===== src/sv/wpv_pkg.sv =====
// ----------------------------------------------------------------------------
// wpv_pkg
// Shared widths, codes, control word layout and the sequencer program for the
// weighted pointer velocity estimator.
// ----------------------------------------------------------------------------
package wpv_pkg;

    localparam int DEPTH_DEF  = 4;

    localparam int OPC_W      = 2;
    localparam int POS_W      = 16;
    localparam int STAMP_W    = 32;
    localparam int VEL_W      = 26;

    // Differences of two samples.
    localparam int DX_W       = POS_W + 1;
    localparam int DT_W       = STAMP_W + 1;

    // Pair weight 64*i*i for i up to 14 fits in 14 bits.
    localparam int W_W        = 14;
    localparam int WEIGHT_SH  = 6;
    localparam int FRAC_SH    = 8;
    localparam int MUL_W      = W_W + 1 + DX_W;

    // Running totals: fifteen terms of at most 39 bits each.
    localparam int TOT_W      = 44;
    localparam int SC_W       = 17;

    localparam logic signed [TOT_W-1:0] VEL_MAX = TOT_W'(64'sd16777216);
    localparam logic signed [TOT_W-1:0] VEL_MIN = -VEL_MAX;

    typedef enum logic [OPC_W-1:0] {
        CMD_CLEAR = 2'd0,
        CMD_STORE = 2'd1,
        CMD_EST   = 2'd2
    } cmd_t;

    typedef enum logic [3:0] {
        OP_NOP,
        OP_INIT,
        OP_READ,
        OP_DIFF,
        OP_MULX,
        OP_MULY,
        OP_DIVP,
        OP_ACCX,
        OP_ACCY,
        OP_NEXT,
        OP_FDIVX,
        OP_FDIVY,
        OP_SETX,
        OP_SETY,
        OP_OUT
    } dp_op_t;

    typedef enum logic [2:0] {
        C_NEVER,
        C_ALWAYS,
        C_NO_EST,
        C_DT_ZERO,
        C_DIV_BUSY,
        C_MORE,
        C_SCALE_ZERO,
        C_OUT_BLOCKED
    } cond_t;

    localparam int STEP_W = 5;
    typedef logic [STEP_W-1:0] step_t;

    localparam step_t S_IDLE  = 5'd0;
    localparam step_t S_INIT  = 5'd1;
    localparam step_t S_READ  = 5'd2;
    localparam step_t S_DIFF  = 5'd3;
    localparam step_t S_MULX  = 5'd4;
    localparam step_t S_DIVX  = 5'd5;
    localparam step_t S_ACCX  = 5'd6;
    localparam step_t S_MULY  = 5'd7;
    localparam step_t S_DIVY  = 5'd8;
    localparam step_t S_ACCY  = 5'd9;
    localparam step_t S_NEXT  = 5'd10;
    localparam step_t S_FIN   = 5'd11;
    localparam step_t S_FDIVX = 5'd12;
    localparam step_t S_SETX  = 5'd13;
    localparam step_t S_FDIVY = 5'd14;
    localparam step_t S_SETY  = 5'd15;
    localparam step_t S_OUT   = 5'd16;
    localparam step_t S_RET   = 5'd17;

    typedef struct packed {
        dp_op_t op;
        cond_t  cond;
        step_t  target;
    } uword_t;

    typedef struct packed {
        logic est_go;
        logic dt_zero;
        logic div_busy;
        logic more_pairs;
        logic scale_zero;
        logic out_blocked;
    } status_t;

    // Program store. A step jumps to its target when its condition holds and
    // falls through to the next step otherwise.
    function automatic uword_t ucode(step_t s);
        uword_t w;
        begin
            unique case (s)
                S_IDLE:  w = '{OP_NOP,   C_NO_EST,      S_IDLE};
                S_INIT:  w = '{OP_INIT,  C_NEVER,       S_IDLE};
                S_READ:  w = '{OP_READ,  C_NEVER,       S_IDLE};
                S_DIFF:  w = '{OP_DIFF,  C_DT_ZERO,     S_NEXT};
                S_MULX:  w = '{OP_MULX,  C_NEVER,       S_IDLE};
                S_DIVX:  w = '{OP_DIVP,  C_NEVER,       S_IDLE};
                S_ACCX:  w = '{OP_ACCX,  C_DIV_BUSY,    S_ACCX};
                S_MULY:  w = '{OP_MULY,  C_NEVER,       S_IDLE};
                S_DIVY:  w = '{OP_DIVP,  C_NEVER,       S_IDLE};
                S_ACCY:  w = '{OP_ACCY,  C_DIV_BUSY,    S_ACCY};
                S_NEXT:  w = '{OP_NEXT,  C_MORE,        S_READ};
                S_FIN:   w = '{OP_NOP,   C_SCALE_ZERO,  S_OUT};
                S_FDIVX: w = '{OP_FDIVX, C_NEVER,       S_IDLE};
                S_SETX:  w = '{OP_SETX,  C_DIV_BUSY,    S_SETX};
                S_FDIVY: w = '{OP_FDIVY, C_NEVER,       S_IDLE};
                S_SETY:  w = '{OP_SETY,  C_DIV_BUSY,    S_SETY};
                S_OUT:   w = '{OP_OUT,   C_OUT_BLOCKED, S_OUT};
                S_RET:   w = '{OP_NOP,   C_ALWAYS,      S_IDLE};
                default: w = '{OP_NOP,   C_ALWAYS,      S_IDLE};
            endcase
            return w;
        end
    endfunction

endpackage


===== src/sv/wpv_ring.sv =====
// ----------------------------------------------------------------------------
// wpv_ring
// Sample ring memory with one write port and two registered read ports.
// A per-entry valid bit makes cleared entries read as zero.
// ----------------------------------------------------------------------------
module wpv_ring
    import wpv_pkg::*;
#(
    parameter int DEPTH = DEPTH_DEF,
    localparam int IDX_W = $clog2(DEPTH)
)
(
    input  logic                 clk,
    input  logic                 rst_n,
    input  logic                 clr,
    input  logic                 wr_en,
    input  logic [IDX_W-1:0]     wr_addr,
    input  logic [POS_W-1:0]     wr_x,
    input  logic [POS_W-1:0]     wr_y,
    input  logic [STAMP_W-1:0]   wr_t,
    input  logic                 rd_en,
    input  logic [IDX_W-1:0]     rd_addr_a,
    input  logic [IDX_W-1:0]     rd_addr_b,
    output logic [POS_W-1:0]     rd_x_a,
    output logic [POS_W-1:0]     rd_y_a,
    output logic [STAMP_W-1:0]   rd_t_a,
    output logic [POS_W-1:0]     rd_x_b,
    output logic [POS_W-1:0]     rd_y_b,
    output logic [STAMP_W-1:0]   rd_t_b
);

    logic [POS_W-1:0]   mem_x [DEPTH];
    logic [POS_W-1:0]   mem_y [DEPTH];
    logic [STAMP_W-1:0] mem_t [DEPTH];
    logic [DEPTH-1:0]   valid_reg;

    logic [POS_W-1:0]   rd_x_a_reg, rd_y_a_reg, rd_x_b_reg, rd_y_b_reg;
    logic [STAMP_W-1:0] rd_t_a_reg, rd_t_b_reg;

    always_ff @(posedge clk or negedge rst_n)
    begin
        if (!rst_n)
        begin
            valid_reg <= '0;
        end
        else if (clr)
        begin
            valid_reg <= '0;
        end
        else if (wr_en)
        begin
            valid_reg[wr_addr] <= 1'b1;
        end
    end

    always_ff @(posedge clk)
    begin
        if (wr_en)
        begin
            mem_x[wr_addr] <= wr_x;
            mem_y[wr_addr] <= wr_y;
            mem_t[wr_addr] <= wr_t;
        end
    end

    always_ff @(posedge clk)
    begin
        if (rd_en)
        begin
            rd_x_a_reg <= valid_reg[rd_addr_a] ? mem_x[rd_addr_a] : '0;
            rd_y_a_reg <= valid_reg[rd_addr_a] ? mem_y[rd_addr_a] : '0;
            rd_t_a_reg <= valid_reg[rd_addr_a] ? mem_t[rd_addr_a] : '0;
            rd_x_b_reg <= valid_reg[rd_addr_b] ? mem_x[rd_addr_b] : '0;
            rd_y_b_reg <= valid_reg[rd_addr_b] ? mem_y[rd_addr_b] : '0;
            rd_t_b_reg <= valid_reg[rd_addr_b] ? mem_t[rd_addr_b] : '0;
        end
    end

    assign rd_x_a = rd_x_a_reg;
    assign rd_y_a = rd_y_a_reg;
    assign rd_t_a = rd_t_a_reg;
    assign rd_x_b = rd_x_b_reg;
    assign rd_y_b = rd_y_b_reg;
    assign rd_t_b = rd_t_b_reg;

endmodule


===== src/sv/wpv_div.sv =====
// ----------------------------------------------------------------------------
// wpv_div
// Bit-serial signed divider, one quotient bit per cycle, truncating toward
// zero. Busy rises the cycle after start and falls with the quotient ready.
// ----------------------------------------------------------------------------
module wpv_div
    import wpv_pkg::*;
(
    input  logic                    clk,
    input  logic                    rst_n,
    input  logic                    start,
    input  logic signed [TOT_W-1:0] dividend,
    input  logic signed [DT_W-1:0]  divisor,
    output logic                    busy,
    output logic signed [TOT_W-1:0] quotient
);

    localparam int CNT_W = $clog2(TOT_W + 1);

    logic             busy_reg;
    logic [CNT_W-1:0] cnt_reg;
    logic [TOT_W-1:0] quo_reg;
    logic [DT_W-1:0]  rem_reg;
    logic [DT_W-1:0]  dvs_reg;
    logic             neg_reg;

    logic [DT_W:0]    trial;
    logic [DT_W:0]    diff;

    assign trial = {rem_reg, quo_reg[TOT_W-1]};
    assign diff  = trial - {1'b0, dvs_reg};

    always_ff @(posedge clk or negedge rst_n)
    begin
        if (!rst_n)
        begin
            busy_reg <= 1'b0;
            cnt_reg  <= '0;
        end
        else if (start)
        begin
            busy_reg <= 1'b1;
            cnt_reg  <= CNT_W'(TOT_W);
        end
        else if (busy_reg)
        begin
            cnt_reg <= cnt_reg - CNT_W'(1);
            if (cnt_reg == CNT_W'(1))
            begin
                busy_reg <= 1'b0;
            end
        end
    end

    always_ff @(posedge clk)
    begin
        if (start)
        begin
            quo_reg <= dividend[TOT_W-1] ? (~dividend + TOT_W'(1)) : dividend;
            dvs_reg <= divisor[DT_W-1] ? (~divisor + DT_W'(1)) : divisor;
            rem_reg <= '0;
            neg_reg <= dividend[TOT_W-1] ^ divisor[DT_W-1];
        end
        else if (busy_reg)
        begin
            if (!diff[DT_W])
            begin
                rem_reg <= diff[DT_W-1:0];
                quo_reg <= {quo_reg[TOT_W-2:0], 1'b1};
            end
            else
            begin
                rem_reg <= trial[DT_W-1:0];
                quo_reg <= {quo_reg[TOT_W-2:0], 1'b0};
            end
        end
    end

    assign busy     = busy_reg;
    assign quotient = neg_reg ? -$signed(quo_reg) : $signed(quo_reg);

endmodule


===== src/sv/wpv_seq.sv =====
// ----------------------------------------------------------------------------
// wpv_seq
// Step counter and program store. Each step issues one control word; a
// condition from the datapath selects between the jump target and the next
// step.
// ----------------------------------------------------------------------------
module wpv_seq
    import wpv_pkg::*;
(
    input  logic    clk,
    input  logic    rst_n,
    input  status_t st,
    output uword_t  uw,
    output logic    idle
);

    step_t  step_reg;
    step_t  step_next;
    uword_t word;
    logic   take;

    assign word = ucode(step_reg);

    always_comb
    begin
        unique case (word.cond)
            C_NEVER:       take = 1'b0;
            C_ALWAYS:      take = 1'b1;
            C_NO_EST:      take = !st.est_go;
            C_DT_ZERO:     take = st.dt_zero;
            C_DIV_BUSY:    take = st.div_busy;
            C_MORE:        take = st.more_pairs;
            C_SCALE_ZERO:  take = st.scale_zero;
            C_OUT_BLOCKED: take = st.out_blocked;
            default:       take = 1'b1;
        endcase
        step_next = take ? word.target : step_reg + STEP_W'(1);
    end

    always_ff @(posedge clk or negedge rst_n)
    begin
        if (!rst_n)
        begin
            step_reg <= S_IDLE;
        end
        else
        begin
            step_reg <= step_next;
        end
    end

    assign uw   = word;
    assign idle = (step_reg == S_IDLE);

endmodule


===== src/sv/weighted_pointer_velocity.sv =====
// ----------------------------------------------------------------------------
// weighted_pointer_velocity
// Pointer velocity estimator over a ring of timed samples, run by a small
// microprogram over a shared multiplier and divider.
// ----------------------------------------------------------------------------
// Clear and store items are taken while the sequencer is idle. An estimate
// walks the ring pairs under the microprogram; each pair with a nonzero time
// step runs the bit-serial divider twice, and the final normalization runs it
// twice more when the weight sum is nonzero. A finished estimate sits in the
// output register, and the next item can be taken while it waits.
// ----------------------------------------------------------------------------
module weighted_pointer_velocity
    import wpv_pkg::*;
#(
    parameter int DEPTH = DEPTH_DEF
)
(
    input  logic                      clk,
    input  logic                      rst_n,
    input  logic                      in_valid,
    output logic                      in_ready,
    input  logic [OPC_W-1:0]          opcode,
    input  logic signed [POS_W-1:0]   pos_x,
    input  logic signed [POS_W-1:0]   pos_y,
    input  logic [STAMP_W-1:0]        stamp,
    output logic                      out_valid,
    input  logic                      out_ready,
    output logic signed [VEL_W-1:0]   vel_x,
    output logic signed [VEL_W-1:0]   vel_y
);

    localparam int IDX_W = $clog2(DEPTH);
    localparam int IW1   = IDX_W + 1;
    localparam logic [IW1-1:0]   DEPTH_X   = IW1'(DEPTH);
    localparam logic [IDX_W-1:0] LAST_SLOT = IDX_W'(DEPTH - 1);
    localparam logic [IDX_W-1:0] LAST_PAIR = IDX_W'(DEPTH - 2);

    uword_t  uw;
    status_t st;
    logic    idle;
    logic    in_xfer;

    // Ring interface.
    logic [POS_W-1:0]   x_a, y_a, x_b, y_b;
    logic [STAMP_W-1:0] t_a, t_b;
    logic [IDX_W-1:0]   addr_a, addr_b;
    logic [IW1-1:0]     sum_a, sum_b;

    // Datapath registers.
    logic [IDX_W-1:0]        ptr_reg;
    logic                    out_valid_reg;
    logic [IDX_W-1:0]        k_reg;
    logic signed [DX_W-1:0]  dx_reg, dy_reg;
    logic signed [DT_W-1:0]  dt_reg;
    logic [W_W-1:0]          w_reg;
    logic [SC_W-1:0]         scale_reg;
    logic signed [TOT_W-1:0] tot_x_reg, tot_y_reg, prod_reg;
    logic signed [VEL_W-1:0] vel_x_reg, vel_y_reg;

    logic [2*IDX_W-1:0]      k_sq;
    logic signed [DX_W-1:0]  dx_now, dy_now;
    logic signed [DT_W-1:0]  dt_now;
    logic signed [DX_W-1:0]  mul_sel;
    logic signed [MUL_W-1:0] mul_q;
    logic signed [TOT_W-1:0] prod_next;

    logic                    div_start;
    logic signed [TOT_W-1:0] div_num;
    logic signed [DT_W-1:0]  div_den;
    logic                    div_busy;
    logic signed [TOT_W-1:0] div_q;

    logic                    out_blocked;
    logic                    out_load;
    logic signed [VEL_W-1:0] sat_x, sat_y;

    assign in_ready = idle;
    assign in_xfer  = in_valid && in_ready;

    // Pair addresses: newer sample at ptr+2+k, older at ptr+1+k, both mod DEPTH.
    assign sum_a  = {1'b0, ptr_reg} + {1'b0, k_reg} + IW1'(2);
    assign sum_b  = {1'b0, ptr_reg} + {1'b0, k_reg} + IW1'(1);
    assign addr_a = (sum_a >= DEPTH_X) ? IDX_W'(sum_a - DEPTH_X) : IDX_W'(sum_a);
    assign addr_b = (sum_b >= DEPTH_X) ? IDX_W'(sum_b - DEPTH_X) : IDX_W'(sum_b);

    wpv_ring #(
        .DEPTH (DEPTH)
    ) u_ring (
        .clk       (clk),
        .rst_n     (rst_n),
        .clr       (in_xfer && (opcode == CMD_CLEAR)),
        .wr_en     (in_xfer && (opcode == CMD_STORE)),
        .wr_addr   (ptr_reg),
        .wr_x      (pos_x),
        .wr_y      (pos_y),
        .wr_t      (stamp),
        .rd_en     (uw.op == OP_READ),
        .rd_addr_a (addr_a),
        .rd_addr_b (addr_b),
        .rd_x_a    (x_a),
        .rd_y_a    (y_a),
        .rd_t_a    (t_a),
        .rd_x_b    (x_b),
        .rd_y_b    (y_b),
        .rd_t_b    (t_b)
    );

    assign dx_now = $signed({x_a[POS_W-1], x_a}) - $signed({x_b[POS_W-1], x_b});
    assign dy_now = $signed({y_a[POS_W-1], y_a}) - $signed({y_b[POS_W-1], y_b});
    assign dt_now = $signed({1'b0, t_a}) - $signed({1'b0, t_b});
    assign k_sq   = {{IDX_W{1'b0}}, k_reg} * {{IDX_W{1'b0}}, k_reg};

    assign mul_sel   = (uw.op == OP_MULY) ? dy_reg : dx_reg;
    assign mul_q     = MUL_W'($signed({1'b0, w_reg})) * MUL_W'(mul_sel);
    assign prod_next = TOT_W'(mul_q) <<< FRAC_SH;

    always_comb
    begin
        div_start = 1'b0;
        div_num   = prod_reg;
        div_den   = dt_reg;
        unique case (uw.op)
            OP_DIVP:
            begin
                div_start = 1'b1;
            end
            OP_FDIVX:
            begin
                div_start = 1'b1;
                div_num   = tot_x_reg;
                div_den   = $signed(DT_W'(scale_reg));
            end
            OP_FDIVY:
            begin
                div_start = 1'b1;
                div_num   = tot_y_reg;
                div_den   = $signed(DT_W'(scale_reg));
            end
            default:
            begin
                div_start = 1'b0;
            end
        endcase
    end

    wpv_div u_div (
        .clk      (clk),
        .rst_n    (rst_n),
        .start    (div_start),
        .dividend (div_num),
        .divisor  (div_den),
        .busy     (div_busy),
        .quotient (div_q)
    );

    assign out_blocked = out_valid_reg && !out_ready;
    assign out_load    = (uw.op == OP_OUT) && !out_blocked;

    always_comb
    begin
        st.est_go      = in_valid && (opcode == CMD_EST);
        st.dt_zero     = (t_a == t_b);
        st.div_busy    = div_busy;
        st.more_pairs  = (k_reg != LAST_PAIR);
        st.scale_zero  = (scale_reg == '0);
        st.out_blocked = out_blocked;
    end

    wpv_seq u_seq (
        .clk   (clk),
        .rst_n (rst_n),
        .st    (st),
        .uw    (uw),
        .idle  (idle)
    );

    // Results clamp to the symmetric output range.
    always_comb
    begin
        if (tot_x_reg > VEL_MAX)
        begin
            sat_x = VEL_W'(VEL_MAX);
        end
        else if (tot_x_reg < VEL_MIN)
        begin
            sat_x = VEL_W'(VEL_MIN);
        end
        else
        begin
            sat_x = VEL_W'(tot_x_reg);
        end
        if (tot_y_reg > VEL_MAX)
        begin
            sat_y = VEL_W'(VEL_MAX);
        end
        else if (tot_y_reg < VEL_MIN)
        begin
            sat_y = VEL_W'(VEL_MIN);
        end
        else
        begin
            sat_y = VEL_W'(tot_y_reg);
        end
    end

    always_ff @(posedge clk or negedge rst_n)
    begin
        if (!rst_n)
        begin
            ptr_reg       <= '0;
            out_valid_reg <= 1'b0;
        end
        else
        begin
            if (in_xfer && (opcode == CMD_STORE))
            begin
                ptr_reg <= (ptr_reg == LAST_SLOT) ? '0 : ptr_reg + IDX_W'(1);
            end
            out_valid_reg <= out_blocked || out_load;
        end
    end

    always_ff @(posedge clk)
    begin
        unique case (uw.op)
            OP_INIT:
            begin
                k_reg     <= '0;
                scale_reg <= '0;
                tot_x_reg <= '0;
                tot_y_reg <= '0;
            end
            OP_DIFF:
            begin
                dx_reg <= dx_now;
                dy_reg <= dy_now;
                dt_reg <= dt_now;
                w_reg  <= W_W'(k_sq) << WEIGHT_SH;
            end
            OP_MULX:
            begin
                prod_reg  <= prod_next;
                scale_reg <= scale_reg + SC_W'(w_reg);
            end
            OP_MULY:
            begin
                prod_reg <= prod_next;
            end
            OP_ACCX:
            begin
                if (!div_busy)
                begin
                    tot_x_reg <= tot_x_reg + div_q;
                end
            end
            OP_ACCY:
            begin
                if (!div_busy)
                begin
                    tot_y_reg <= tot_y_reg + div_q;
                end
            end
            OP_SETX:
            begin
                if (!div_busy)
                begin
                    tot_x_reg <= div_q;
                end
            end
            OP_SETY:
            begin
                if (!div_busy)
                begin
                    tot_y_reg <= div_q;
                end
            end
            OP_NEXT:
            begin
                k_reg <= k_reg + IDX_W'(1);
            end
            OP_OUT:
            begin
                if (out_load)
                begin
                    vel_x_reg <= sat_x;
                    vel_y_reg <= sat_y;
                end
            end
            default:
            begin
            end
        endcase
    end

    assign out_valid = out_valid_reg;
    assign vel_x     = vel_x_reg;
    assign vel_y     = vel_y_reg;

endmodule

===== config.mk =====
export PLATFORM = sky130hd
export DESIGN_NAME = weighted_pointer_velocity
export DESIGN_NICKNAME = d
export VERILOG_FILES = /design/src/sv/wpv_pkg.sv /design/src/sv/wpv_ring.sv /design/src/sv/wpv_div.sv /design/src/sv/wpv_seq.sv /design/src/sv/weighted_pointer_velocity.sv
export SDC_FILE = /design/constraint.sdc
export NUM_CORES = 2
export LEC_CHECK = 0
export CAP_MARGIN = 25
export CORE_ASPECT_RATIO = 0.6
export CORE_MARGIN = 3
export CORE_UTILIZATION = 30
export CTS_BUF_LIST = sky130_fd_sc_hd__clkbuf_4 sky130_fd_sc_hd__clkbuf_8
export CTS_CLUSTER_DIAMETER = 40
export CTS_CLUSTER_SIZE = 40
export DETAILED_ROUTE_END_ITERATION = 6
export DONT_BUFFER_PORTS = 1
export GPL_ROUTABILITY_DRIVEN = 1
export SLEW_MARGIN = 40
export SYNTH_ARGS = -nofsm -noshare
export SYNTH_HDL_FRONTEND = slang
export SYNTH_SLANG_ARGS = --single-unit

===== constraint.sdc =====
create_clock -name clk -period 13.1 [get_ports clk]
set_input_delay 3.93 -clock clk [delete_from_list [all_inputs] [get_ports clk]]
set_output_delay 3.93 -clock clk [all_outputs]
set_load 0.01 [all_outputs]

==> metrics.md <==
| Metric | Value |
|---|---|
| Hold Buf Count CTS | 0 |
| Global Route Usage Sum | 0.1488 |
| Hold Crit Start | u_div.rem_reg[9]$_SDFFE_PN0P_ |
| Synth area leader | edfxtp_1 |
| Max Cap Violations | 0 |
| Mapped Area | roughly 45000 um2 |
| Post-Place Cells | 5843 |
| Vias per cell | between 5 and 6 |
| CTS resizes | 0 |
| Ys Warns | 0 |
| Top reg by flops | u_ring.mem_t |
| Metal-1 WL | about 60000 um |
| CTS sink count | 759 |
| Vias | around 31000 |
| Worst-path maximum fanout | 17 |
| Avg Inst Size Synth | roughly 11 um2 |
| H-tree depth | 3 |
| Dpl ws | 5.910 ns |
| Rows | around 110 |
| Worst-skew pair later-pin latency | roughly 0.82 ns |
| Hold crit path type | flop to flop |
| Slew HR | 0.4382 |
| Initial DRC count | between 3000 and 4000 |
| Final wirelength | about 120000 um |
| Die height | 306.7 um |
| Hold Vio Cnt, Final | 0 |
| Wire length on met2 | ~44000 um |
| Post-Syn Instances | 3959 |
| Chip width | approximately 510 um |
| Worst hold stages | 2 |
| Share of cells above drive strength 1 | 0.09505 |
| Clock transition at path regs | about 0.08 ns |
| First-pass GRT wire length | around 180000 um |
| Max FFs per register | 128 |
| TritonRoute pass-1 iters | 6 |
| Number of synthesized flops with an enable pin | between 700 and 800 |
| Flops & latches, synth | ~760 |
| WL per Instance | a little under 20 um |
| Number of post-CTS setup repair buffers | 0 |
| Final setup fails | 0 |
| Sequential-to-total area share from yosys stat | 0.4947 |
| Final Max Slew Viols | 0 |
| Remaining Overflow, GRT | 0 |
| Largest cells by area after synthesis | edfxtp_1, ha_1, mux4_2, nor2b_1, xnor2_1 |
| Slew at the pin with the worst max-slew slack | 0.8427 ns |
| Core ar. | 148500 um2 |
| FF-to-FF End | prod_reg[35]$_DFFE_PP_ |
| Crit path time final | 7.226 ns |
| Fin Hold WS | between 0.5 and 0.6 ns |
| Final-stage net count | roughly 4300 |
| Syn nets | 4313 |
| Io pins | roughly 120 |
| Area Overhead vs Synth | 10.07% |
| Ys async rst share | 0.02503 |
| Clock root buffer | clkbuf_8 |
| Max Clock Freq | approximately 0.14 GHz |
| CTS tree | yes |
| Max Used Layer | met4 |
| Detailed Place HPWL | approximately 85000 um |
| Setup crit end kind | flop |
| WP data arrival | ~7.8 ns |
| Vias in the first global route | around 29000 |
| Met3 wire len | 13170 um |
| Final ANT Viol Nets | 0 |
| Largest net degree at the start of global routing | between 100 and 150 |
| Finished Layout Cells | between 5000 and 6000 |
| Setup slack, reg-to-reg | about 6 ns |
| Initial cell density of the core | 0.3044 |
| Setup TNS Final | 0 ns |
| Largest registers | u_ring.mem_t (128), u_ring.mem_x (64), u_ring.mem_y (64) |
| Element type at the critical path start | flop |
| Post-synth cell types | 87 |
| Reg2Reg Depth | 24 |
| Num CTS Buffers | 81 |
| Kind of critical path | flop to flop |
| Top_reg_cell synth | edfxtp_1 |
| Status | complete, no violations |
| Period utilization | 0.5516 |
| Final WS setup | 5.874 ns |
| Total die area | 155500 um2 |
| Worst-case clock buffer depth | 3 |
| DR DRC count | 0 |
| Share of the synthesized area in the top cell type | 0.4696 |
| WP data required | 13.63 ns |
| RSZ-0062 raised after global routing | no |
| Most frequent cells in the layout | edfxtp_1, nand2_1, ha_1 |
| Worst R2R Start | u_seq.step_reg[0]$_DFF_PN0_ |
| Most common cell after layout, fill and taps aside | edfxtp_1 |
| # port buffers | 0 |
| Final GP Congestion | slightly above 0.9 |
| Initial antenna violation count | 3 |
| Hold EP | u_div.rem_reg[9]$_SDFFE_PN0P_ |
| Max Clock Skew | 0.07814 ns |
==> Yosys cell counts (102+ instances only) <==
master and number:
xnor2_1 147, nor2_1 214, edfxtp_1 707, nand2_1 280, inv_1 257, o21ai_0 219, a21o_1 102, a21oi_1 234
mux4_2 128, ha_1 259, clkbuf_1 110, xor2_1 138, nor2b_1 213
==> layer usage <==
| layer | GRT usage | vias up |
|---|---|---|
| li1 | - | 14663 |
| met2 | 0.1894 | 1262 |
| met4 | 0.02745 | 0 |
| met5 | 0 | - |
| met1 | 0.2373 | 14867 |
| met3 | 0.05123 | 113 |
==> logic make-up (layout without fill, tap and decap cells) <==
| family | after synthesis | count (layout) | synth area share |
|---|---|---|---|
| buffers and inverters | 407 | 446 | 0.03470 |
| DFF | 759 | 759 | 0.4947 |
| adders and majority gates | 284 | 284 | 0.08275 |
| xor gates and xnor gates | 285 | 285 | 0.05521 |
| muxes | 207 | 207 | 0.08147 |
| and+or+nand+nor | 1118 | 1118 | 0.1263 |
| other | 0 | 3 | 0 |
| AOI/OAI and AO/OA | 899 | 899 | 0.1249 |
==> layout make-up <==
cell class,instances,area (um2)
clock buffer,87,1191
antenna,3,7.507
timing repair buffer,37,384.1
sequential,759,22370
tap,1998,2500
fill,14686,98750
multi-input combinational,2793,21440
clock inverter,65,909.6
inverter,257,964.7
==> worst max-delay path, stage by stage, from the launching register on <==
cell	delay, ns
dfrtp_1	0.52
inv_1	0.15
ha_1	0.40
and3b_1	0.21
a2111oi_2	0.61
nand2_1	0.34
nor2_2	0.14
buf_4	0.30
mux2i_1	0.36
nor2b_1	0.09
ha_1	0.31
ha_1	0.32
fa_1	0.49
ha_1	0.35
a21o_1	0.19
a21oi_1	0.21
o21ai_0	0.16
o41ai_1	0.56
o21ai_0	0.25
o21a_1	0.23
o21ai_0	0.14
nand2b_1	0.10
a41oi_1	0.28
a21oi_1	0.12
xnor2_1	0.14
==> stage by stage <==
step	cell area, um2	util
2_1_floorplan	45210	-
3_3_place_gp	47520	0.3200
3_5_place_dp	47630	0.3207
4_1_cts	49730	0.3348
5_1_grt	49770	0.3351
6_report	49770	0.3351
==> worst max path at each step <==
stage	endpoint	cells past startpoint	from	slack, ns
finish	prod_reg[35]$_DFFE_PP_	24	u_seq.step_reg[0]$_DFF_PN0_	5.87
global route	prod_reg[33]$_DFFE_PP_	24	u_seq.step_reg[0]$_DFF_PN0_	5.21
CTS	prod_reg[35]$_DFFE_PP_	24	u_seq.step_reg[0]$_DFF_PN0_	5.87
detailed placement	prod_reg[35]$_DFFE_PP_	24	u_seq.step_reg[0]$_DFF_PN0_	5.91
global placement	prod_reg[33]$_DFFE_PP_	24	u_seq.step_reg[0]$_DFF_PN0_	6.13
floorplan	u_ring.rd_t_a[0]$_SDFFCE_PN0N_	9	u_seq.step_reg[0]$_DFF_PN0_	4.94
Power is not shown: default switching activity piles up to over one toggle a cycle in this logic, so the estimate is an artifact.
